[src/hdl/drfl_pkg.sv]
package drfl_pkg;

	localparam int POOL_ENTRIES = 64;
	localparam int IDX_W = $clog2(POOL_ENTRIES);
	localparam int LINK_W = $clog2(POOL_ENTRIES + 1);
	localparam logic [LINK_W-1:0] NIL = LINK_W'(POOL_ENTRIES);

	localparam int FUNC_W = 2;
	localparam int ENTRY_W = 6;
	localparam int POOL_COUNT_W = 7;
	localparam logic [POOL_COUNT_W-1:0] POOL_COUNT_RESET = POOL_COUNT_W'(64);

	localparam logic REG_POOL_COUNT = 1'b0;

	typedef enum logic [FUNC_W-1:0] {
		FN_INIT    = 2'd0,
		FN_ALLOC   = 2'd1,
		FN_RELEASE = 2'd2,
		FN_TICK    = 2'd3
	} func_t;

	typedef struct packed {
		func_t              func;
		logic [ENTRY_W-1:0] entry_index;
	} req_t;

	typedef struct packed {
		logic               granted;
		logic [ENTRY_W-1:0] entry;
		logic               bad_release;
	} rsp_t;

	typedef struct packed {
		logic load;
		logic walk;
		logic commit;
	} cmd_t;

	typedef struct packed {
		logic walk_last;
		logic count_zero;
	} stat_t;

endpackage

[src/hdl/drfl_ram.sv]
module drfl_ram #(
	parameter int WIDTH = 8,
	parameter int DEPTH = 64
) (
	input  logic                     clk,
	input  logic                     we,
	input  logic [$clog2(DEPTH)-1:0] waddr,
	input  logic [WIDTH-1:0]         wdata,
	input  logic [$clog2(DEPTH)-1:0] raddr,
	output logic [WIDTH-1:0]         rdata
);

	logic [WIDTH-1:0] mem_q [DEPTH];

	always_ff @(posedge clk) begin
		if (we) begin
			mem_q[waddr] <= wdata;
		end
		rdata <= mem_q[raddr];
	end

endmodule

[src/hdl/drfl_datapath.sv]
module drfl_datapath (
	input  logic                               clk,
	input  logic                               arst_n,
	input  drfl_pkg::cmd_t                     cmd,
	input  drfl_pkg::req_t                     req,
	input  logic [drfl_pkg::POOL_COUNT_W-1:0]  pool_count,
	output drfl_pkg::stat_t                    stat,
	output drfl_pkg::rsp_t                     rsp
);
	import drfl_pkg::*;

	func_t              func_q;
	logic [ENTRY_W-1:0] idx_q;
	logic [LINK_W-1:0]  free_head_q;
	logic [LINK_W-1:0]  pend_head_q;
	logic [LINK_W-1:0]  pend_tail_q;
	logic [LINK_W-1:0]  quar_head_q;
	logic [LINK_W-1:0]  quar_tail_q;
	logic [LINK_W-1:0]  cnt_q;
	rsp_t               rsp_q;

	logic [LINK_W-1:0]  eff_count;
	logic [LINK_W-1:0]  cnt_inc;
	logic               walk_last;
	logic               bad;
	logic               fh_nil;
	logic               ph_nil;
	logic               pt_nil;
	logic               qh_nil;
	logic               qt_nil;
	logic               we;
	logic [IDX_W-1:0]   waddr;
	logic [LINK_W-1:0]  wdata;
	logic [IDX_W-1:0]   raddr;
	logic [LINK_W-1:0]  rdata;
	logic [LINK_W-1:0]  rd_norm;
	rsp_t               rsp_d;

	assign eff_count = (32'(pool_count) > 32'(POOL_ENTRIES)) ? NIL : LINK_W'(pool_count);
	assign cnt_inc   = cnt_q + 1'b1;
	assign walk_last = (cnt_inc == eff_count);
	assign bad       = (32'(idx_q) >= 32'(eff_count));
	assign fh_nil    = (free_head_q == NIL);
	assign ph_nil    = (pend_head_q == NIL);
	assign pt_nil    = (pend_tail_q == NIL);
	assign qh_nil    = (quar_head_q == NIL);
	assign qt_nil    = (quar_tail_q == NIL);
	assign rd_norm   = (rdata < NIL) ? rdata : NIL;
	assign raddr     = fh_nil ? '0 : free_head_q[IDX_W-1:0];

	assign stat.walk_last  = walk_last;
	assign stat.count_zero = (eff_count == '0);
	assign rsp             = rsp_q;

	always_comb begin
		we    = 1'b0;
		waddr = cnt_q[IDX_W-1:0];
		wdata = walk_last ? NIL : cnt_inc;
		if (cmd.walk) begin
			we = 1'b1;
		end else if (cmd.commit) begin
			unique case (func_q)
				FN_RELEASE: begin
					we    = !bad;
					waddr = IDX_W'(idx_q);
					wdata = pend_head_q;
				end
				FN_TICK: begin
					we    = !qh_nil && !qt_nil;
					waddr = quar_tail_q[IDX_W-1:0];
					wdata = free_head_q;
				end
				FN_INIT, FN_ALLOC: begin
				end
			endcase
		end
	end

	always_comb begin
		rsp_d = '0;
		unique case (func_q)
			FN_ALLOC: begin
				if (!fh_nil) begin
					rsp_d.granted = 1'b1;
					rsp_d.entry   = ENTRY_W'(free_head_q);
				end
			end
			FN_RELEASE: rsp_d.bad_release = bad;
			FN_INIT, FN_TICK: begin
			end
		endcase
	end

	drfl_ram #(
		.WIDTH(LINK_W),
		.DEPTH(POOL_ENTRIES)
	) u_link_ram (
		.clk  (clk),
		.we   (we),
		.waddr(waddr),
		.wdata(wdata),
		.raddr(raddr),
		.rdata(rdata)
	);

	always_ff @(posedge clk) begin
		if (cmd.load) begin
			func_q <= req.func;
			idx_q  <= req.entry_index;
			cnt_q  <= '0;
		end else if (cmd.walk) begin
			cnt_q <= cnt_inc;
		end
		if (cmd.commit) begin
			rsp_q <= rsp_d;
		end
	end

	always_ff @(posedge clk or negedge arst_n) begin
		if (!arst_n) begin
			free_head_q <= NIL;
			pend_head_q <= NIL;
			pend_tail_q <= NIL;
			quar_head_q <= NIL;
			quar_tail_q <= NIL;
		end else if (cmd.commit) begin
			unique case (func_q)
				FN_INIT: begin
					free_head_q <= stat.count_zero ? NIL : '0;
					pend_head_q <= NIL;
					pend_tail_q <= NIL;
					quar_head_q <= NIL;
					quar_tail_q <= NIL;
				end
				FN_ALLOC: begin
					if (!fh_nil) begin
						free_head_q <= rd_norm;
					end
				end
				FN_RELEASE: begin
					if (!bad) begin
						pend_head_q <= LINK_W'(idx_q);
						if (pt_nil) begin
							pend_tail_q <= LINK_W'(idx_q);
						end
					end
				end
				FN_TICK: begin
					if (!qh_nil) begin
						free_head_q <= quar_head_q;
					end
					if (!ph_nil) begin
						quar_head_q <= pend_head_q;
						quar_tail_q <= pend_tail_q;
						pend_head_q <= NIL;
						pend_tail_q <= NIL;
					end else if (!qh_nil) begin
						quar_head_q <= NIL;
						quar_tail_q <= NIL;
					end
				end
			endcase
		end
	end

	a_free_head_range: assert property (@(posedge clk) disable iff (!arst_n)
		free_head_q <= NIL)
		else $error("free head out of range");

	a_pend_pair: assert property (@(posedge clk) disable iff (!arst_n)
		ph_nil == pt_nil)
		else $error("pending head and tail disagree on empty");

	a_quar_pair: assert property (@(posedge clk) disable iff (!arst_n)
		qh_nil == qt_nil)
		else $error("quarantine head and tail disagree on empty");

endmodule

[src/hdl/drfl_ctrl.sv]
module drfl_ctrl (
	input  logic             clk,
	input  logic             arst_n,
	input  logic             req_valid,
	output logic             req_ready,
	input  drfl_pkg::func_t  req_func,
	output logic             rsp_valid,
	input  logic             rsp_ready,
	input  drfl_pkg::stat_t  stat,
	output drfl_pkg::cmd_t   cmd
);
	import drfl_pkg::*;

	typedef enum logic [1:0] {
		ST_IDLE,
		ST_WALK,
		ST_EXEC
	} state_t;

	state_t state_q;
	logic   in_ready_q;
	logic   out_valid_q;

	assign req_ready  = in_ready_q;
	assign rsp_valid  = out_valid_q;
	assign cmd.load   = req_valid && in_ready_q;
	assign cmd.walk   = (state_q == ST_WALK);
	assign cmd.commit = (state_q == ST_EXEC) && (!out_valid_q || rsp_ready);

	always_ff @(posedge clk or negedge arst_n) begin
		if (!arst_n) begin
			state_q     <= ST_IDLE;
			in_ready_q  <= 1'b1;
			out_valid_q <= 1'b0;
		end else begin
			if (cmd.commit) begin
				out_valid_q <= 1'b1;
			end else if (rsp_ready) begin
				out_valid_q <= 1'b0;
			end
			unique case (state_q)
				ST_IDLE: begin
					if (cmd.load) begin
						in_ready_q <= 1'b0;
						if (req_func == FN_INIT && !stat.count_zero) begin
							state_q <= ST_WALK;
						end else begin
							state_q <= ST_EXEC;
						end
					end
				end
				ST_WALK: begin
					if (stat.walk_last) begin
						state_q <= ST_EXEC;
					end
				end
				ST_EXEC: begin
					if (cmd.commit) begin
						state_q    <= ST_IDLE;
						in_ready_q <= 1'b1;
					end
				end
				default: state_q <= ST_IDLE;
			endcase
		end
	end

	a_one_in_flight: assert property (@(posedge clk) disable iff (!arst_n)
		req_valid && req_ready |=> !req_ready)
		else $error("transfer accepted while an item is in flight");

	a_rsp_from_commit: assert property (@(posedge clk) disable iff (!arst_n)
		$rose(rsp_valid) |-> $past(cmd.commit))
		else $error("result raised without a commit");

	a_ready_idle: assert property (@(posedge clk) disable iff (!arst_n)
		req_ready |-> (state_q == ST_IDLE))
		else $error("ready outside idle");

endmodule

[src/hdl/deferred_release_free_list.sv]
// Free-list pool manager with deferred release.
// Requests (req_valid/req_ready, req) carry a function code and an entry
// index: initialize, allocate, release, frame tick. Every request gives one
// result on rsp_valid/rsp_ready (granted, entry, bad_release).
// Allocate, release and tick: the transfer registers the request; the
// update step then uses the registered read of the link RAM at the free
// head and updates the list heads. Initialize first walks the entries,
// one link RAM write per chained entry. One request is in flight at a
// time: a new request is not taken before the last one is updated.
// A finished result sits in an output register; the next request is taken
// while it waits. If the receiver stalls, the following result holds in
// the update step and req_ready stays low until the register drains.
// Reset empties all lists; the link RAM holds nothing until initialize.
// pool_count (APB port, byte address 0) must be written only while idle,
// which the block does not enforce; values above the pool size act as 64.
module deferred_release_free_list (
	input  logic            clk,
	input  logic            arst_n,
	input  logic            req_valid,
	output logic            req_ready,
	input  drfl_pkg::req_t  req,
	output logic            rsp_valid,
	input  logic            rsp_ready,
	output drfl_pkg::rsp_t  rsp,
	input  logic            psel,
	input  logic            penable,
	input  logic            pwrite,
	input  logic [2:0]      paddr,
	input  logic [31:0]     pwdata,
	output logic [31:0]     prdata,
	output logic            pready
);
	import drfl_pkg::*;

	logic [POOL_COUNT_W-1:0] pool_count_q;
	cmd_t                    cmd;
	stat_t                   stat;
	logic                    reg_hit;

	assign pready  = 1'b1;
	assign reg_hit = (paddr[2] == REG_POOL_COUNT);
	assign prdata  = reg_hit ? 32'(pool_count_q) : '0;

	always_ff @(posedge clk or negedge arst_n) begin
		if (!arst_n) begin
			pool_count_q <= POOL_COUNT_RESET;
		end else if (psel && penable && pwrite && pready && reg_hit) begin
			pool_count_q <= pwdata[POOL_COUNT_W-1:0];
		end
	end

	drfl_ctrl u_ctrl (
		.clk      (clk),
		.arst_n   (arst_n),
		.req_valid(req_valid),
		.req_ready(req_ready),
		.req_func (req.func),
		.rsp_valid(rsp_valid),
		.rsp_ready(rsp_ready),
		.stat     (stat),
		.cmd      (cmd)
	);

	drfl_datapath u_datapath (
		.clk       (clk),
		.arst_n    (arst_n),
		.cmd       (cmd),
		.req       (req),
		.pool_count(pool_count_q),
		.stat      (stat),
		.rsp       (rsp)
	);

endmodule

[config.mk]
export PLATFORM = sky130hd
export DESIGN_NAME = deferred_release_free_list
export DESIGN_NICKNAME = d
export VERILOG_FILES = /design/src/hdl/drfl_pkg.sv /design/src/hdl/drfl_ram.sv /design/src/hdl/drfl_datapath.sv /design/src/hdl/drfl_ctrl.sv /design/src/hdl/deferred_release_free_list.sv
export SDC_FILE = /design/constraint.sdc
export NUM_CORES = 1
export LEC_CHECK = 0
export BUFFER_PORTS_ARGS = -buffer_cell sky130_fd_sc_hd__buf_4
export CAP_MARGIN = 20
export CORE_AREA = 2 2 236 238
export CTS_BUF_LIST = sky130_fd_sc_hd__clkbuf_4
export CTS_CLUSTER_SIZE = 28
export DETAILED_ROUTE_END_ITERATION = 10
export DIE_AREA = 0 0 238 240
export PLACE_DENSITY = 0.54
export SLEW_MARGIN = 10
export SYNTH_ARGS = -nofsm -noshare
export SYNTH_HDL_FRONTEND = slang
export SYNTH_HIERARCHICAL = 1
export SYNTH_SLANG_ARGS = --single-unit
[constraint.sdc]
create_clock -name clk -period 5 [get_ports clk]
set_input_delay 0.25 -clock clk [delete_from_list [all_inputs] [get_ports clk]]
set_output_delay 0.25 -clock clk [all_outputs]
set_load 0.01 [all_outputs]
==> impl_metrics.tcl, run 1 <==
set metrics [dict create \
    status "complete, no violations" \
    final_core_util_pct 45.5 \
    leakagePower_nw 7.78 \
    clock_insertion_delay_worst_skew_ps 970 \
    final.setup.worst_slack_ps 743 \
    register_area_um2 15400 \
    avgViaCountPerCell 5.30 \
    initial_cell_density_of_the_core_pct 39.6 \
    minimum_clock_period_ps 4260 \
    register_to_register_setup_slack_ps 740 \
    dp_slack_ps 569 \
    syn_area_um2 21600 \
    clk_pin_slew_ps 60 \
    dp_hpwl_um 31300 \
    fp.dieArea_um2 57100 \
    post_drt_wl_per_cell_um 23.3 \
    length_of_the_first_detailed_routing_pass_in_iterations 5 \
    worst_supply_voltage_drop_on_vdd_mv 0.182 \
    worst-slew-pin-transition_ps 1110 \
    timing.clock.skew_ps 67.1 \
    fp-row-count 86 \
    worst_setup_path_endpoint "u_datapath/u_link_ram/mem_q[22][1]$_DFFE_PP_" \
    route.antenna.remaining_nets 0 \
    worstReg2RegEnd "u_datapath/u_link_ram/mem_q[22][1]$_DFFE_PP_" \
    design_power_total_mw 8.66 \
    core_region_area_um2 54700 \
    floorplan.die.height_um 240 \
    worst-endpoint-arrival_ps 4830 \
    master_cell_of_the_clock_root_buffer "sky130_fd_sc_hd__clkbuf_4" \
    route.final.wire_length_um 51800 \
    min_path_type "input port to flop" \
    tritoncts.num_buffers 137 \
    post_cts_resize_count 0 \
    clock_path_buffers 3 \
    final_cell_count_no_fill 2226 \
    ioPinCount 93 \
    ctsHtreeMaxLevel 4 \
    timing.setup.critical_path_class "flop to flop" \
    layout_cell_share_with_drive_strength_beyond_1_pct 29.6 \
    setup.worst_path.start_class "flop" \
    detailroute.via_count 11807 \
    maxClockFrequency_mhz 235 \
    grt_first_pass_wirelength_um 77100 \
    synthDistinctLibCells 78 \
    first_global_vias 12066 \
    setup-violations-final 0 \
    number_of_antenna_violations_at_the_first_check_in_global_routing 2 \
    tritoncts "yes" \
    rsz0062_at_grt "false" \
    most_frequent_cells_in_the_layout "sky130_fd_sc_hd__edfxtp_1 (464), sky130_fd_sc_hd__clkbuf_4 (195), sky130_fd_sc_hd__mux4_2 (112), sky130_fd_sc_hd__nor2_1 (107), sky130_fd_sc_hd__buf_4 (71)" \
    layout_commonest_cell "sky130_fd_sc_hd__edfxtp_1" \
    crit-reg2reg-launch "pool_count_q[6]$_DFFE_PN1P_" \
    die_width_um 238 \
    design.final.nets 1474 \
    synth_warnings 6 \
    detail_route.iter0.violations 943 \
    gr-total-overflow 0 \
    maximum_fanout_along_the_worst_path 16 \
    io_buffers 39 \
    drt_drc_violations_left 0 \
    dp.cells 1939 \
    required_ps 5570 \
    total_area_of_multi_input_combinational_cells_um2 5760 \
    part_of_the_yosys_area_used_for_sequential_elements_pct 71.1 \
    cts-hold-fix-buffers 40 \
    clock_sinks 524 \
    global_route.usage.total_pct 18.6 \
    synth_cells 1234 \
    max-cap-violations 0 \
    hold_viol_final 0 \
    synthFlopType "sky130_fd_sc_hd__edfxtp_1" \
    maxSlewHeadroom_pct 25.5 \
    place.gp.congestion 0.796 \
    fillerInstances 4828 \
    area.growth.synth_to_final_pct 15.0 \
    postCtsSetupRepairBufs 0 \
    critical_path.startpoint "pool_count_q[6]$_DFFE_PN1P_" \
    crit_path_end_kind "flop" \
    final_min_period_over_clock_period_pct 85.1 \
    synth_seq_cells 524 \
    maxSlewViolCount 0 \
    min-delay-start "req[7]" \
    synth_async_sr_flop_share_pct 8.78 \
    synth_enable_flop_cells 464 \
    power_density_nw_per_um2 348 \
    avgSynthCellArea_um2 17.5 \
    grt_max_degree 65 \
    r2r_cells 10 \
]
[layer usage]
metal / global-route usage, % / routed length, µm
met1: 24.9 / 22700
met2: 29.7 / 24800
met3: 4.42 / 3350
met4: 7.27 / 1010
met5: 0 / 0
[worst min-delay path by stage]
stage | end | slack (ps) | depth (start not counted)
2_1_floorplan | pool_count_q[0]$_DFFE_PN0P_ | -50 | 0
3_3_place_gp | pool_count_q[1]$_DFFE_PN0P_ | 310 | 1
3_5_place_dp | u_datapath/pend_tail_q[5]$_DFFE_PN0P_ | 310 | 1
4_1_cts | u_ctrl/state_q[0]$_DFFE_PN0P_ | 70 | 4
5_1_grt | u_ctrl/state_q[0]$_DFFE_PN0P_ | 90 | 4
6_report | u_ctrl/state_q[0]$_DFFE_PN0P_ | 190 | 4
[flip-flops by register name, indices dropped and copies added, names as in the netlist]
| signal | count |
|---|---|
| u_datapath/pend_tail_q | 7 |
| u_datapath/rsp | 8 |
| u_ctrl/req_ready | 1 |
| u_datapath/free_head_q | 7 |
| u_datapath/cnt_q | 7 |
| u_datapath/func_q | 2 |
| u_datapath/u_link_ram/mem_q | 448 |
| u_datapath/quar_head_q | 7 |
| u_datapath/idx_q | 6 |
| u_ctrl/rsp_valid | 1 |
| u_datapath/u_link_ram/rdata | 7 |
| u_datapath/quar_tail_q | 7 |
| u_datapath/pend_head_q | 7 |
| pool_count_q | 7 |
| u_ctrl/state_q | 2 |
[critical path, stage by stage, from the launching register on]
cell and delay, ps:
sky130_fd_sc_hd__dfstp_2 660, sky130_fd_sc_hd__nor2b_1 80, sky130_fd_sc_hd__ha_1 260, sky130_fd_sc_hd__nand2b_1 140
sky130_fd_sc_hd__a21o_1 170, sky130_fd_sc_hd__a21oi_1 180, sky130_fd_sc_hd__o221a_2 350, sky130_fd_sc_hd__a311o_1 330
sky130_fd_sc_hd__nor2b_1 290, sky130_fd_sc_hd__nand3_1 600, sky130_fd_sc_hd__nor2_1 830
[cell families after synthesis]
group | Yosys count | share of synthesized area, %
AO/OA/AOI/OAI | 152 | 4.96
other | 2 | 0.0347
adder cells (fa/ha/maj) | 7 | 0.405
XOR/XNOR | 15 | 0.671
AND/OR/NAND/NOR | 273 | 6.47
buffers and inverters | 113 | 3.01
flip-flops | 524 | 71.1
multiplexers | 148 | 13.4
[area by class of cell]
cell class | count | area share, %
Clock inverter | 46 | 1.12
Sequential cell | 524 | 61.8
Clock buffer | 194 | 5.85
Tap cell | 704 | 3.54
Multi-Input combinational cell | 621 | 23.1
Inverter | 15 | 0.226
Timing Repair Buffer | 118 | 4.26
Antenna cell | 4 | 0.0402
[through the flow]
step / setup TNS [ps] / instance area, µm² / hold WS, ps
4_1_cts: 0 / 24800 / 73.2
3_3_place_gp: 0 / 22700 / 308
3_5_place_dp: 0 / 22700 / 314
6_report: 0 / 24900 / 191
5_1_grt: 0 / 24900 / 93.4
2_1_floorplan: -41350 / 21700 / -45.6
[cells in the mapped netlist, types with 3 or more instances]
master	n	share of area (%)
sky130_fd_sc_hd__buf_4	33	1.1
sky130_fd_sc_hd__and2b_2	7	0.28
sky130_fd_sc_hd__o22ai_1	12	0.35
sky130_fd_sc_hd__nand3_1	21	0.49
sky130_fd_sc_hd__a22o_1	21	0.85
sky130_fd_sc_hd__mux2_2	10	0.52
sky130_fd_sc_hd__or3_1	3	0.087
sky130_fd_sc_hd__o21ai_1	8	0.19
sky130_fd_sc_hd__and3_1	4	0.12
sky130_fd_sc_hd__xnor2_1	8	0.32
sky130_fd_sc_hd__mux4_2	112	12
sky130_fd_sc_hd__nand4_1	4	0.12
sky130_fd_sc_hd__nand2_1	50	0.87
sky130_fd_sc_hd__nor3_1	12	0.28
sky130_fd_sc_hd__dfrtp_1	39	4.5
sky130_fd_sc_hd__ha_1	7	0.40
sky130_fd_sc_hd__a22oi_1	8	0.28
sky130_fd_sc_hd__clkbuf_1	36	0.62
sky130_fd_sc_hd__nand2b_1	16	0.46
sky130_fd_sc_hd__edfxtp_1	464	64
sky130_fd_sc_hd__o221ai_1	9	0.36
sky130_fd_sc_hd__mux2i_1	26	1.2
sky130_fd_sc_hd__dfstp_2	7	0.85
sky130_fd_sc_hd__buf_6	9	0.47
sky130_fd_sc_hd__and3b_1	3	0.12
sky130_fd_sc_hd__o31ai_1	9	0.31
sky130_fd_sc_hd__o21ai_0	29	0.67
sky130_fd_sc_hd__a211oi_1	11	0.38
sky130_fd_sc_hd__a21oi_1	18	0.42
sky130_fd_sc_hd__inv_1	15	0.26
sky130_fd_sc_hd__nor3b_1	5	0.17
sky130_fd_sc_hd__buf_2	18	0.42
sky130_fd_sc_hd__nor2_1	110	1.9
sky130_fd_sc_hd__nor4_1	3	0.087
sky130_fd_sc_hd__and2_1	3	0.087
sky130_fd_sc_hd__a21o_1	3	0.10
sky130_fd_sc_hd__nand3b_1	5	0.17
sky130_fd_sc_hd__xor2_1	6	0.24
sky130_fd_sc_hd__dfxtp_1	14	1.3
sky130_fd_sc_hd__nor2b_1	10	0.29
[power breakdown]
part           switching [mW]  total, mW  internal (mW)
clock                    1.74       3.69           1.95
sequential             0.0241       4.76           4.74
combinational           0.102      0.211          0.109
(Power assumes the default switching activity.)
==> run 2, diff against run 1 <==
--- a/config.mk
+++ b/config.mk
@@ -7,11 +7,12 @@
 export LEC_CHECK = 0
 export BUFFER_PORTS_ARGS = -buffer_cell sky130_fd_sc_hd__buf_4
 export CAP_MARGIN = 20
-export CORE_AREA = 2 2 236 238
+export CORE_AREA = 2 2 249 226
 export CTS_BUF_LIST = sky130_fd_sc_hd__clkbuf_4
 export CTS_CLUSTER_SIZE = 28
 export DETAILED_ROUTE_END_ITERATION = 10
-export DIE_AREA = 0 0 238 240
+export DIE_AREA = 0 0 251 228
+export GPL_TIMING_DRIVEN = 0
 export PLACE_DENSITY = 0.54
 export SLEW_MARGIN = 10
 export SYNTH_ARGS = -nofsm -noshare
==> run 2 against run 1 <==
Net effect: worst setup slack got worse by 720 ps; die area is 0.19% higher; sequential share of layout area decreased by 1.8 points; global-route usage increased by 1.6 points; worst hold slack worse by 37 ps; critical path depth did not move; largest cell class unchanged; largest power group unchanged; highest routed layer unchanged.
==> impl_metrics.tcl, run 2 (synthesis results as in run 1) <==
set metrics [dict create \
    status "complete, no violations" \
    master_cell_of_the_clock_root_buffer "sky130_fd_sc_hd__clkbuf_4" \
    grt_first_pass_wirelength_um 84000 \
    max-cap-violations 0 \
    route.antenna.remaining_nets 0 \
    maxClockFrequency_mhz 201 \
    fp.dieArea_um2 57200 \
    worst-endpoint-arrival_ps 5560 \
    regMostFlops "u_datapath/u_link_ram/mem_q" \
    setup.worst_path.start_class "flop" \
    place.gp.congestion 0.935 \
    global_route.usage.total_pct 20.3 \
    peak_per_stage_delay_on_the_critical_path_ps 960 \
    critical_path.startpoint "u_ctrl/rsp_valid$_DFFE_PN0P_" \
    design_power_total_mw 8.70 \
    clock_path_buffers 3 \
    critical_path_buf_inv_count 3 \
    final_min_period_over_clock_period_pct 99.5 \
    detail_route.iter0.violations 1156 \
    whs_endpoint "u_ctrl/state_q[0]$_DFFE_PN0P_" \
    min-delay-start "req[7]" \
    design.final.nets 1554 \
    leakagePower_nw 8.05 \
    avgViaCountPerCell 5.41 \
    totalNegativeSetupSlack_ps 0 \
    worstHoldPathCells 4 \
    post_drt_wl_per_cell_um 24.5 \
    maxSlewHeadroom_pct 23.8 \
    worst_path_max_delay_cell "sky130_fd_sc_hd__nand3_1" \
    register_to_register_setup_slack_ps 30 \
    worst-slew-pin-transition_ps 1140 \
    final_core_util_pct 46.6 \
    floorplan.die.height_um 228 \
    power_density_nw_per_um2 340 \
    clk_pin_slew_ps 70 \
    worstPathCellList "nand2b_1 > and3_1 > buf_2 > nand2_1 > or2_2 > clkbuf_1 > clkbuf_1 > o21ai_0 > nand3_1 > nor2_2" \
    core_region_area_um2 55000 \
    tritoncts "yes" \
    route.final.wire_length_um 56600 \
    io_buffers 39 \
    maximum_fanout_along_the_worst_path 10 \
    clock_sinks 524 \
    grt_most_used_layer "met2" \
    detailroute.via_count 12514 \
    first_global_vias 12999 \
    setup-violations-final 0 \
    drt_drc_violations_left 0 \
    maxSlewViolCount 0 \
    rsz0062_at_grt "true" \
    finalInstanceArea_um2 25600 \
    number_of_antenna_violations_at_the_first_check_in_global_routing 1 \
    timing.clock.skew_ps 60.5 \
    die_width_um 251 \
    minimum_clock_period_ps 4970 \
    crit-reg2reg-launch "u_ctrl/rsp_valid$_DFFE_PN0P_" \
    initial_cell_density_of_the_core_pct 39.3 \
    worstReg2RegEnd "u_datapath/u_link_ram/mem_q[13][0]$_DFFE_PP_" \
    gr-total-overflow 0 \
    dp.cells 2028 \
    tritoncts.num_buffers 137 \
    most_frequent_cells_in_the_layout "sky130_fd_sc_hd__edfxtp_1 (464), sky130_fd_sc_hd__clkbuf_4 (202), sky130_fd_sc_hd__mux4_2 (112), sky130_fd_sc_hd__buf_4 (76), sky130_fd_sc_hd__nor2_1 (57)" \
    min_path_type "input port to flop" \
    grt_util_met3_pct 5.82 \
    ioPinCount 93 \
    grt_max_degree 41 \
    r2r_cells 10 \
    dp_slack_ps 72.6 \
    crit_path_end_kind "flop" \
    final.setup.worst_slack_ps 27.5 \
    worst_supply_voltage_drop_on_vdd_mv 0.172 \
    hold_viol_final 0 \
    largest_register_ffs 448 \
    dp_hpwl_um 37600 \
    placedInstanceArea_um2 23300 \
    final_cell_count_no_fill 2312 \
    timing.setup.critical_path_class "flop to flop" \
    fp-row-count 82 \
    area.growth.synth_to_final_pct 18.3 \
    grt.met1_usage_pct 28.0 \
    required_ps 5590 \
    grt.met2_usage_pct 30.5 \
    ctsHtreeMaxLevel 4 \
    layout_commonest_cell "sky130_fd_sc_hd__edfxtp_1" \
    clock_insertion_delay_worst_skew_ps 1020 \
    length_of_the_first_detailed_routing_pass_in_iterations 5 \
    critPathTopFamily "simple AND/OR/NAND/NOR gates" \
    worst_hold_slack_ps 155 \
    cpMostUsedCell "sky130_fd_sc_hd__clkbuf_1" \
    layout_cell_share_with_drive_strength_beyond_1_pct 34.6 \
]
-- run 2: cell types whose count changed in the layout (fill, tap and decap cells not counted), sizes merged --
cell	change
clkbuf	+44
buf	+41
clkinv	-15
inv	+5
dlygate4sd3	+3
bufinv	-2
-- run 2: metal layers --
metal | wire length (µm) | share of wire, % | vias up
li1 | - | - | 5475
met1 | 25100 | 44 | 6501
met2 | 26100 | 46 | 455
met3 | 3990 | 7.0 | 83
met4 | 1360 | 2.4 | 0
met5 | 0 | 0 | -
-- run 2: tightest hold or removal path, stage by stage --
cell,delay [ps]
sky130_fd_sc_hd__dlygate4sd3_1,530
sky130_fd_sc_hd__buf_4,110
sky130_fd_sc_hd__or3_1,100
sky130_fd_sc_hd__o32ai_1,90
-- run 2: how the worst max path moves through the flow --
stage,endpoint,slack [ps],cells after the start
2_1_floorplan,u_datapath/u_link_ram/mem_q[0][5]$_DFFE_PP_,-220,8
3_3_place_gp,u_datapath/u_link_ram/mem_q[24][4]$_DFFE_PP_,-4510,8
3_5_place_dp,u_datapath/u_link_ram/mem_q[23][4]$_DFFE_PP_,70,10
4_1_cts,u_datapath/u_link_ram/mem_q[23][2]$_DFFE_PP_,70,10
5_1_grt,u_datapath/u_link_ram/mem_q[13][0]$_DFFE_PP_,-220,10
6_report,u_datapath/u_link_ram/mem_q[13][0]$_DFFE_PP_,30,10
-- run 2: final cells by class --
type,instances,area [µm²]
Timing Repair Buffer,100,1040
Tap cell,714,893
Clock buffer,202,1520
Fill cell,4815,29400
Inverter,15,56.3
Sequential cell,524,15400
Antenna cell,4,10.0
Clock inverter,34,216
Buffer,98,594
Multi-Input combinational cell,621,5900
-- run 2: what timing repair did --
item,4_1_cts,5_1_grt
resized for setup,0,53
setup buffers,0,1
endpoints found under the hold margin,80,0
hold buffers,43,0
setup endpoints to repair,0,362
-- run 2: power breakdown --
part	switching (mW)	internal, mW	total, mW	leakage (nW)
clock	1.78	1.92	3.70	1.03
combinational	0.113	0.129	0.242	2.94
sequential	0.0244	4.74	4.76	4.08
==> run 3, diff against run 2 <==
--- a/config.mk
+++ b/config.mk
@@ -12,7 +12,6 @@
 export CTS_CLUSTER_SIZE = 28
 export DETAILED_ROUTE_END_ITERATION = 10
 export DIE_AREA = 0 0 251 228
-export GPL_TIMING_DRIVEN = 0
 export PLACE_DENSITY = 0.54
 export SLEW_MARGIN = 10
 export SYNTH_ARGS = -nofsm -noshare
==> run 3 against run 2 <==
Net effect: critical path depth did not move; worst setup slack improved by 590 ps; count of clock-buffer cells in the layout rose by 3; clock power rose by 6.5%; clock skew fell by 3.1 ps; register-to-register slack improved by 590 ps; die area did not move; flip-flop and latch count did not move.
==> impl_metrics.tcl, run 3 (synthesis results as in run 1) <==
set metrics [dict create \
    hold_viol_final 0 \
    clock_power_share_pct 44.2 \
    power.net_switching_mw 1.84 \
    maximum_fanout_along_the_worst_path 16 \
    fillerInstances 4844 \
    detailroute.via_count 12047 \
    sw_frac_of_total_pct 20.6 \
    floorplan.die.height_um 228 \
    dp_slack_ps 632 \
    die_width_um 251 \
    clock_path_buffers 3 \
    detail_route.iter0.violations 885 \
    place.gp.congestion 0.805 \
    route.final.wire_length_um 51500 \
    maxClockFrequency_mhz 228 \
    number_of_antenna_violations_at_the_first_check_in_global_routing 2 \
    comb_power_share_pct 2.4 \
    area.growth.synth_to_final_pct 16.3 \
    ctsHtreeMaxLevel 4 \
    dp.cells 1971 \
    tritoncts.num_buffers 139 \
    required_ps 5560 \
    leakagePower_nw 7.95 \
    post_cts_resize_count 0 \
    status "complete, no violations" \
    fp-row-count 82 \
    route.antenna.remaining_nets 0 \
    layout_commonest_cell "sky130_fd_sc_hd__edfxtp_1" \
    regMostFlops "u_datapath/u_link_ram/mem_q" \
    rsz0062_at_grt "false" \
    master_cell_of_the_clock_root_buffer "sky130_fd_sc_hd__clkbuf_4" \
    worst-slew-pin-transition_ps 992 \
    grt_first_pass_wirelength_um 77800 \
    largest_register_ffs 448 \
    clk_pin_slew_ps 60 \
    tritoncts "yes" \
    timing.setup.critical_path_class "flop to flop" \
    final_cell_count_no_fill 2254 \
    dp_hpwl_um 31800 \
    power_density_nw_per_um2 354 \
    design_power_total_mw 8.91 \
    grt_max_degree 65 \
    setup.worst_path.start_class "flop" \
    final_core_util_pct 45.7 \
    length_of_the_first_detailed_routing_pass_in_iterations 5 \
    worst-endpoint-arrival_ps 4940 \
    minimum_clock_period_ps 4380 \
    timing.clock.skew_ps 57.4 \
    io_buffers 39 \
    max-cap-violations 0 \
    core_region_area_um2 55000 \
    ioPinCount 93 \
    power.sequential.fraction_pct 53.4 \
    design.final.nets 1497 \
    first_global_vias 12436 \
    avgViaCountPerCell 5.34 \
    post_drt_wl_per_cell_um 22.8 \
    maxSlewViolCount 0 \
    final_min_period_over_clock_period_pct 87.6 \
    final.setup.worst_slack_ps 621 \
    global_route.usage.total_pct 18.5 \
    crit_path_end_kind "flop" \
    clock_insertion_delay_worst_skew_ps 970 \
    most_frequent_cells_in_the_layout "sky130_fd_sc_hd__edfxtp_1 (464), sky130_fd_sc_hd__clkbuf_4 (205), sky130_fd_sc_hd__mux4_2 (112), sky130_fd_sc_hd__nor2_1 (107), sky130_fd_sc_hd__buf_4 (95)" \
    gr-total-overflow 0 \
    setup-violations-final 0 \
    clock_sinks 524 \
    internal_power_mw 7.07 \
    worst_supply_voltage_drop_on_vdd_mv 0.168 \
    maxSlewHeadroom_pct 33.2 \
    drt_drc_violations_left 0 \
    totalNegativeSetupSlack_ps 0 \
    initial_cell_density_of_the_core_pct 39.3 \
    layout_cell_share_with_drive_strength_beyond_1_pct 31.3 \
    fp.dieArea_um2 57200 \
    min_path_type "input port to flop" \
]
run 3: layout make-up:
type	instances	area, µm²	area share [%]
Clock inverter	31	317	1.26
Clock buffer	205	1540	6.12
Inverter	15	56.3	0.224
Timing Repair Buffer	139	1190	4.73
Antenna cell	5	12.5	0.0497
Tap cell	714	893	3.55
Multi-Input combinational cell	621	5760	22.9
Sequential cell	524	15400	61.2
run 3: worst max-delay path, stage by stage, from the launching register on:
cell                       delay [ps]
sky130_fd_sc_hd__dfstp_2          670
sky130_fd_sc_hd__nor2b_1           80
sky130_fd_sc_hd__ha_1             270
sky130_fd_sc_hd__nand2b_1         140
sky130_fd_sc_hd__a21o_1           170
sky130_fd_sc_hd__a21oi_1          190
sky130_fd_sc_hd__o221a_2          340
sky130_fd_sc_hd__a311o_1          350
sky130_fd_sc_hd__nor2b_1          300
sky130_fd_sc_hd__nand3_1          620
sky130_fd_sc_hd__nor2_1           830
run 3: metal layers:
layer  routed length (µm)  vias to the layer above  GRT usage (%)  share of wire, %
met2                24100                      395           27.9                47
met5                    0                        -              0                 0
met1                23200                     6234           26.1                45
met4                  839                        0           6.51               1.6
met3                 3320                       63           4.95               6.4
li1                     -                     5355              -                 -
run 3: worst paths after layout:
kind / startpoint / endpoint / slack, ps / cells after the start
worst min-delay path: req[6] / u_ctrl/state_q[0]$_DFFE_PN0P_ / 170 / 4
min in group asynchronous: arst_n / pool_count_q[6]$_DFFE_PN1P_ / 410 / 3
worst max-delay path: pool_count_q[6]$_DFFE_PN1P_ / u_datapath/u_link_ram/mem_q[6][2]$_DFFE_PP_ / 620 / 10
max in group asynchronous: arst_n / u_datapath/free_head_q[1]$_DFFE_PN0P_ / 4290 / 4
worst max register to register: pool_count_q[6]$_DFFE_PN1P_ / u_datapath/u_link_ram/mem_q[6][2]$_DFFE_PP_ / 620 / 10
worst min register to register: u_datapath/quar_tail_q[6]$_DFFE_PN1P_ / u_datapath/quar_tail_q[6]$_DFFE_PN1P_ / 480 / 2
run 3: power by group through the flow:
stage	Clock (mW)	Sequential [mW]	Combinational, mW
after floorplan	0	4.84	0.125
after global placement	0	4.85	0.169
after detailed placement	0	4.85	0.172
after CTS	4.07	4.76	0.213
after global routing	4.30	4.76	0.233
final	3.94	4.76	0.212
run 3: stage by stage:
stage | instance area [µm²] | hold WS (ps)
floorplan | 21700 | -45.6
global placement | 22800 | 292
detailed placement | 22800 | 300
CTS | 25100 | 65.9
global route | 25200 | 93.3
finish | 25200 | 171
run 3: what timing repair did:
item,4_1_cts,5_1_grt
endpoints found under the hold margin,75,0
setup buffers,0,0
hold buffers,41,0
